### src/design/u3gm_pkg.sv
// Shared types, constants and tables for the U3 gate matrix generator.
// Used by every module of the block; depends on nothing.
`default_nettype none
package u3gm_pkg;

   localparam int ANGLE_BITS = 16;
   localparam int VALUE_BITS = 16;
   localparam int TURN_BITS  = 32;
   localparam int ROT_BITS   = 34;
   localparam int PROD_BITS  = 2 * ROT_BITS;
   localparam int LANES      = 4;

   localparam int LANE_THETA  = 0;
   localparam int LANE_PHI    = 1;
   localparam int LANE_LAMBDA = 2;
   localparam int LANE_SUM    = 3;

   localparam logic [1:0] CMD_PLAIN    = 2'd0;
   localparam logic [1:0] CMD_D_THETA  = 2'd1;
   localparam logic [1:0] CMD_D_PHI    = 2'd2;
   localparam logic [1:0] CMD_D_LAMBDA = 2'd3;

   localparam logic [1:0] CSR_THETA_EN  = 2'd0;
   localparam logic [1:0] CSR_PHI_EN    = 2'd1;
   localparam logic [1:0] CSR_LAMBDA_EN = 2'd2;

   localparam logic [TURN_BITS-1:0] QUARTER_TURN = 32'h4000_0000;
   localparam logic [TURN_BITS-1:0] EIGHTH_TURN  = 32'h2000_0000;
   localparam logic signed [ROT_BITS-1:0] CORDIC_GAIN = 34'sd652032874;
   localparam logic signed [ROT_BITS-1:0] ONE_Q30     = 34'sd1073741824;

   // Arctangent of 2^-i in units of 2^-32 turn.
   localparam logic [31:0] ATAN_TABLE [32] = '{
      32'd536870912, 32'd316933406, 32'd167458907, 32'd85004756, 32'd42667331,
      32'd21354465, 32'd10679838, 32'd5340245, 32'd2670163, 32'd1335087,
      32'd667544, 32'd333772, 32'd166886, 32'd83443, 32'd41722, 32'd20861,
      32'd10430, 32'd5215, 32'd2608, 32'd1304, 32'd652, 32'd326, 32'd163,
      32'd81, 32'd41, 32'd20, 32'd10, 32'd5, 32'd3, 32'd1, 32'd1, 32'd0
   };

   typedef struct packed {
      logic [1:0]            command;
      logic [ANGLE_BITS-1:0] slot_first;
      logic [ANGLE_BITS-1:0] slot_second;
      logic [ANGLE_BITS-1:0] slot_third;
   } u3gm_req_type;

   typedef struct packed {
      logic signed [VALUE_BITS-1:0] top_left_real;
      logic signed [VALUE_BITS-1:0] top_left_imag;
      logic signed [VALUE_BITS-1:0] top_right_real;
      logic signed [VALUE_BITS-1:0] top_right_imag;
      logic signed [VALUE_BITS-1:0] bottom_left_real;
      logic signed [VALUE_BITS-1:0] bottom_left_imag;
      logic signed [VALUE_BITS-1:0] bottom_right_real;
      logic signed [VALUE_BITS-1:0] bottom_right_imag;
      logic                         bad_request;
   } u3gm_rsp_type;

   typedef struct packed {
      logic signed [ROT_BITS-1:0] x;
      logic signed [ROT_BITS-1:0] y;
      logic signed [ROT_BITS-1:0] z;
   } u3gm_lane_type;

   typedef struct packed {
      logic                        valid;
      logic                        bad;
      logic [1:0]                  command;
      logic [LANES-1:0]            lane_en;
      logic [LANES-1:0][1:0]       quad;
      u3gm_lane_type [LANES-1:0]   lane;
   } u3gm_cordic_type;

   typedef struct packed {
      logic                      theta;
      logic                      phi;
      logic                      lambda;
   } u3gm_enable_type;

endpackage
`default_nettype wire

### src/design/u3gm_front.sv
// Input stage: assigns packed slots to angles, applies derivative offsets and
// splits each angle into quadrant and residual. Depends on u3gm_pkg.
`default_nettype none
module u3gm_front (
   input  wire logic                      clock,
   input  wire logic                      reset,
   input  wire logic                      accept,
   input  wire u3gm_pkg::u3gm_req_type    req_data,
   input  wire u3gm_pkg::u3gm_enable_type enable,
   output u3gm_pkg::u3gm_cordic_type      front_ff
);
   import u3gm_pkg::*;

   u3gm_cordic_type               front_in;
   logic [TURN_BITS-1:0]          slot   [3];
   logic [TURN_BITS-1:0]          ang    [LANES];
   logic [TURN_BITS-1:0]          resid  [LANES];
   logic [1:0]                    quad   [LANES];
   logic [1:0]                    lambda_idx;
   logic                          bad;

   always_comb begin
      slot[0] = {req_data.slot_first,  {(TURN_BITS-ANGLE_BITS){1'b0}}};
      slot[1] = {req_data.slot_second, {(TURN_BITS-ANGLE_BITS){1'b0}}};
      slot[2] = {req_data.slot_third,  {(TURN_BITS-ANGLE_BITS){1'b0}}};
      lambda_idx = {1'b0, enable.theta} + {1'b0, enable.phi};

      bad = (req_data.command == CMD_D_THETA  && !enable.theta) ||
            (req_data.command == CMD_D_PHI    && !enable.phi) ||
            (req_data.command == CMD_D_LAMBDA && !enable.lambda);

      // A disabled angle counts as zero, which the phi plus lambda sum needs.
      ang[LANE_THETA]  = enable.theta ? slot[0] : '0;
      ang[LANE_PHI]    = enable.phi ? (enable.theta ? slot[1] : slot[0]) : '0;
      ang[LANE_LAMBDA] = enable.lambda ? slot[lambda_idx] : '0;
      if (req_data.command == CMD_D_THETA)  ang[LANE_THETA]  = ang[LANE_THETA] + QUARTER_TURN;
      if (req_data.command == CMD_D_PHI)    ang[LANE_PHI]    = ang[LANE_PHI] + QUARTER_TURN;
      if (req_data.command == CMD_D_LAMBDA) ang[LANE_LAMBDA] = ang[LANE_LAMBDA] + QUARTER_TURN;
      ang[LANE_SUM] = ang[LANE_PHI] + ang[LANE_LAMBDA];

      front_in.valid   = accept && !reset;
      front_in.bad     = bad;
      front_in.command = req_data.command;
      front_in.lane_en = {enable.phi | enable.lambda, enable.lambda, enable.phi, enable.theta};
      for (int k = 0; k < LANES; k++) begin
         quad[k]  = 2'((ang[k] + EIGHTH_TURN) >> (TURN_BITS - 2));
         resid[k] = ang[k] - {quad[k], {(TURN_BITS-2){1'b0}}};
         front_in.quad[k]   = quad[k];
         front_in.lane[k].x = CORDIC_GAIN;
         front_in.lane[k].y = '0;
         front_in.lane[k].z = {{(ROT_BITS-TURN_BITS){resid[k][TURN_BITS-1]}}, resid[k]};
      end
   end

   always_ff @(posedge clock) begin
      front_ff <= front_in;
   end
endmodule
`default_nettype wire

### config.mk
export PLATFORM = sky130hd
export DESIGN_NAME = u3gm_front
export DESIGN_NICKNAME = d
export VERILOG_FILES = /design/src/design/u3gm_pkg.sv /design/src/design/u3gm_front.sv
export SDC_FILE = /design/constraint.sdc
export NUM_CORES = 1
export LEC_CHECK = 0
export BUFFER_PORTS_ARGS = -buffer_cell sky130_fd_sc_hd__buf_4
export CAP_MARGIN = 10
export CORE_AREA = 2 2 187 189
export DETAILED_ROUTE_END_ITERATION = 7
export DIE_AREA = 0 0 189 191
export PLACE_DENSITY = 0.46
export SYNTH_ARGS = -nofsm -noshare
export SYNTH_HDL_FRONTEND = slang
export SYNTH_SLANG_ARGS = --single-unit
### constraint.sdc
create_clock -name clock -period 12.3 [get_ports clock]
set_clock_uncertainty 0.2 [all_clocks]
set_input_delay 2.46 -clock clock [delete_from_list [all_inputs] [get_ports clock]]
set_output_delay 2.46 -clock clock [all_outputs]
set_load 0.01 [all_outputs]
==> metrics, run 1 <==
# rows 68; GRT Total Usage 6.52%; worst path cell trace buf_4 -> ha_1 -> nor2b_1 -> and2_0 -> o21ai_0 -> inv_1 -> ha_1 -> a211oi_1 -> o21ai_1 -> a221oi_2 -> o21bai_1 -> a21oi_1 -> xnor2_1 -> ha_1 -> xor2_1 -> xnor2_1 -> xnor2_1; Final Slew Violations 0; Async SR Flop Fraction 0%; total power 813 µW; Seq/Total Area, Yosys 26.1%; maximum vdd drop 0.0000709 V; # hold bufs at CTS 0; Final WS setup 5.14 ns; Unique masters post-synth 44; Root Buffer clkbuf_16; post-DP HPWL 11400 µm; Crit path arrival time 7.22 ns; vias 3640; Peak Freq 140 MHz; Logic pwr share 29.7%; # clock sinks 78; Max Cap Violations 0; Slew HR 29.7%; Post-synth EDFFs 0; largest cells by area after synthesis buf_4, dfxtp_1, mux2i_1; CTS Buf Count 9; largest registers front_ff x78; clock-pin slew on the worst setup and hold paths 0.07 ns; Primary FF master, synth dfxtp_1; YS warnings 0; Leakage 3.45 nW; H-Tree Depth 3; pre-CTS setup slack 4.67 ns; Int Pwr 548 µW; Final setup violation count 0; Placer Congestion 0.761; most common cell after layout, fill and taps aside conb_1; Worst Setup Path Type input pin to flop; CP Capture Type flop; crit-path max cell delay 0.95 ns; drt wl/cell 10.6 µm; Worst-Margin Slew 1.06 ns; Mean Syn Cell Area 8.85 µm²; Largest register FFs 78; area leader, netlist buf_4; Post-layout nets 888; clk buf depth 2; number of diodes 0; crit share post-route 58.2%; sw frac 32.6%; area growth from synthesis to layout 9.38%; largest net degree at the start of global routing 36; drt drc 0; port bufs 143; sequential share of power 36.8%; slowest stage cell, crit path ha_1; Pre-Repair DR Iteration Count 4; Hold Vio Cnt, Final 0; gr ovfl total 0; fin util 19.2%; Sw Pwr 265 µW; Post-Syn Area 0.00599 mm²; Routed WL 13400 µm; initial drt markers 113; hold crit path type input pin to flop; Core ar. 0.0341 mm²; count of cells resized by post-cts repair 0; Die X-Extent 189 µm; share of cells above drive strength 1 20.5%; Tmin final 7.16 ns; CTS tree done; Setup TNS Final 0 ns; Post-CTS Setup Repair Bufs 0; CP startpoint kind input pin; Worst Path Required 12.36 ns; first-pass GRT wire length 17700 µm; Routed Antenna Nets 0; initial antenna violation count 0; die height 191 µm; unrepaired setup endpoints after global routing false; Biggest register front_ff; Initial Util 17.6%; Clk network pwr share 33.6%; status finished clean; total power per unit cell area 124 mW/mm²; synthesized flop and latch total 78; I/O pin count 480; vias per cell 2.87; Yosys top cell area share 43.5%; vias in the first global route 2885; CP Max Fanout 35; Post-Syn Instances 677; Die Area 0.0361 mm²; commonest cells after routing, fill and taps aside conb_1, buf_4, dfxtp_1
## worst paths after layout
kind / from / endpoint / slack, ns / cells after the start
max: enable[2] / front_ff[415] / 5.14 / 17
min: req_data[49] / front_ff[421] / 2.07 / 1
## cells in the mapped netlist (2+ instances only)
cell type / number
a211oi_1: 2
a21boi_0: 2
a21o_1: 4
a21oi_1: 10
a2bb2oi_1: 2
and2_1: 27
buf_2: 3
buf_4: 347
clkbuf_1: 7
conb_1: 2
dfxtp_1: 78
ha_1: 23
inv_1: 9
mux2_2: 3
mux2i_1: 30
nand2_1: 23
nand2b_1: 2
nand3_1: 2
nor2_1: 9
nor2b_1: 18
o21a_1: 3
o21ai_0: 19
o21bai_1: 2
xnor2_1: 23
xor2_1: 8
## worst max-delay path, delay by kind of cell
family	cells	cell delay, ns
buf+inv	2	0.50
simple gates	2	0.37
compound gates	6	1.66
xor+xnor	4	0.64
fa+ha+maj	3	1.53
## metrics by stage
step	instance area [µm²]	hold WS [ns]	cells
after floorplan	7250	2.29	1011
after global placement	6250	2.41	1252
after detailed placement	6250	2.41	1252
after CTS	6550	2.07	1268
after global routing	6550	2.06	1268
final	6550	2.07	1268
## metal layers
layer / GRT usage (%) / vias to the layer above / share of wire [%]
met2: 11.7 / 262 / 51
met1: 7.60 / 1639 / 38
li1: - / 1731 / -
met5: 0 / - / 0
met3: 1.51 / 8 / 10
met4: 2.19 / 0 / 0.92
## area by class of cell
class | instances | area [µm²]
Timing Repair Buffer | 144 | 1080
Fill cell | 3843 | 27600
Sequential cell | 78 | 1560
Inverter | 9 | 33.8
Tap cell | 455 | 569
Clock buffer | 10 | 239
Clock inverter | 6 | 68.8
Multi-Input combinational cell | 566 | 3000
## power groups by stage
stage / sequential (mW) / combinational [mW] / clock (mW)
after global routing: 0.302 / 0.263 / 0.291
after detailed placement: 0.305 / 0.242 / 0
final: 0.299 / 0.241 / 0.273
after global placement: 0.305 / 0.241 / 0
after CTS: 0.300 / 0.242 / 0.280
after floorplan: 0.319 / 0.209 / 0
## cell families (layout without fill, tap and decap cells)
family / after synthesis / after routing / share of synthesized area [%]
simple gates: 88 / 88 / 7.94
fa+ha+maj: 24 / 24 / 5.14
mux: 33 / 33 / 5.58
buf+inv: 367 / 169 / 44.8
other cells: 2 / 336 / 0.125
flops: 78 / 78 / 26.1
compound gates: 54 / 54 / 5.85
xor+xnor: 31 / 31 / 4.53
No activity file was read; power rests on OpenSTA's default activity.
==> run 2: changes to the inputs <==
- CORE_AREA: 2 2 187 189 -> 2 2 189 191
- DIE_AREA: 0 0 189 191 -> 0 0 191 193
- clock period: 12.3 -> 7.3 ns (I/O delays scaled with it)
==> run 2 against run 1 <==
  * Non-clock buffer count up 3
  * Global-route usage up 0.21 points
  * Combinational power up 71%
  * Highest routed layer unchanged
  * Sequential cell count unchanged
  * First-iteration DRC count down 19%
  * Routed wire length up 7.0%
==> metrics, run 2 (synthesized netlist as in run 1, its figures left out) <==
sw frac 32.5% (-0.16 points); H-Tree Depth 3 (unchanged); drt wl/cell 11.3 µm (+6.2%); Worst Path Required 7.37 ns (-4.99 ns); Setup TNS Final 0 ns (unchanged); Post-layout nets 891 (+0.34%); sequential share of power 35.4% (-1.4 points); Peak Freq 185 MHz; Root Buffer clkbuf_16; CP startpoint kind input pin; unrepaired setup endpoints after global routing false; share of cells above drive strength 1 20.8% (+0.29 points); commonest cells after routing, fill and taps aside conb_1, buf_4, dfxtp_1; gr ovfl total 0 (unchanged); Largest register FFs 78 (unchanged); clock-pin slew on the worst setup and hold paths 0.06 ns (about the same); vias in the first global route 2885 (unchanged); Worst-Margin Slew 0.535 ns (-0.520 ns); total power per unit cell area 215 mW/mm² (+73%); crit share post-route 74.1%; Core ar. 0.0350 mm² (+2.5%); Die X-Extent 191 µm (+1.1%); # clock sinks 78 (unchanged); DR WL met2 7290 µm (+6.1%); WL met3 1560 µm (+12%); Sw Pwr 461 µW (+74%); Final Slew Violations 0 (unchanged); CTS tree done; clk buf depth 2 (unchanged); most common cell after layout, fill and taps aside conb_1; Logic pwr share 29.0% (-0.7 points); GRT Total Usage 6.73% (+0.21 points); die height 193 µm (+1.0%); Pre-Repair DR Iteration Count 4 (unchanged); Hold Vio Cnt, Final 0 (unchanged); vias per cell 2.88 (+0.41%); maximum vdd drop 0.000107 V (+51%); CTS Buf Count 9 (unchanged); Die Area 0.0369 mm² (+2.1%); number of diodes 0 (unchanged); Slew HR 63.4% (+34 points); area growth from synthesis to layout 10.3%; CP Max Fanout 21 (-40%); Final setup violation count 0 (unchanged); total power 1.42 mW (+75%); Tmin final 5.41 ns; vias 3681 (+1.1%); largest registers front_ff x78; Leakage 3.48 nW (+0.96%); port bufs 143 (unchanged); Routed Antenna Nets 0 (unchanged); # hold bufs at CTS 0 (unchanged); Biggest register front_ff; drt drc 0 (unchanged); first-pass GRT wire length 18200 µm (+3.0%); initial drt markers 92 (-19%); largest net degree at the start of global routing 35 (-2.8%); Routed WL 14400 µm (+7.0%); Max Cap Violations 0 (unchanged); Crit path arrival time 5.48 ns (-1.74 ns); Worst Setup Path Type input pin to flop; Top Metal Used met4; status finished clean; CP Capture Type flop; initial antenna violation count 0 (unchanged); area post-placement 0.00628 mm² (+0.48%); # rows 69 (+1.5%); Initial Util 17.1% (-0.43 points); Int Pwr 960 µW (+75%); routed length on met1 5240 µm (+3.8%); hold crit path type input pin to flop; Post-CTS Setup Repair Bufs 0 (unchanged); Clk network pwr share 35.6% (+2.0 points); final instance area 0.00661 mm² (+0.82%); post-DP HPWL 12000 µm (+5.3%); Placer Congestion 0.816 (+7.3%); I/O pin count 480 (unchanged); count of cells resized by post-cts repair 0 (unchanged)
-- run 2: cell types whose count changed in the layout (fill, tap and decap cells not counted), sizes merged --
cell,change
bufinv,+1
buf,+3
inv,+1
clkinvlp,-2
-- run 2: power groups by stage --
stage | clock network, mW | logic, mW | registers, mW
after global routing | 0.541 | 0.451 | 0.508
after global placement | 0 | 0.411 | 0.514
after detailed placement | 0 | 0.412 | 0.513
after CTS | 0.521 | 0.413 | 0.504
final | 0.505 | 0.413 | 0.503
after floorplan | 0 | 0.352 | 0.537
-- run 2: final timing paths --
path      start             to  slack [ns]  depth (start not counted)
max   enable[1]  front_ff[415]        1.89                         17
min       reset  front_ff[423]        1.07                          2
-- run 2: cell type report --
class | count | area (µm²)
inverters | 9 | 33.8
multi-input cells | 566 | 3000
clock inverters | 6 | 92.6
clock buffers | 10 | 239
fillers | 3937 | 28400
repair buffers | 147 | 1100
flip-flops and latches | 78 | 1560
well taps | 461 | 577
-- run 2: routing by layer --
layer | up-vias | global-route usage [%]
li1 | 1740 | -
met1 | 1654 | 7.59
met2 | 271 | 12.3
met3 | 16 | 1.52
met4 | 0 | 2.62
met5 | - | 0
-- run 2: stage by stage --
| stage | instances | hold slack, ns | util, % | setup slack [ns] |
|---|---|---|---|---|
| after floorplan | 1011 | 1.29 | - | 2.20 |
| after global placement | 1261 | 1.42 | 17.9 | 1.63 |
| after detailed placement | 1261 | 1.42 | 17.9 | 1.67 |
| after CTS | 1277 | 1.06 | 18.9 | 1.89 |
| after global routing | 1277 | 1.06 | 18.9 | 1.55 |
| final | 1277 | 1.07 | 18.9 | 1.89 |
-- run 2: worst max-delay path, cell delays in order --
cell and delay [ns]:
buf_4 0.23, ha_1 0.29, buf_4 0.30, mux2i_1 0.22, o21ai_0 0.08, and2_1 0.17, ha_1 0.35, a2111oi_0 0.57
o21ai_1 0.24, a221oi_2 0.38, o21bai_1 0.10, a21oi_1 0.19, xnor2_1 0.18, ha_1 0.24, xor2_1 0.18, xnor2_1 0.15
xnor2_1 0.13
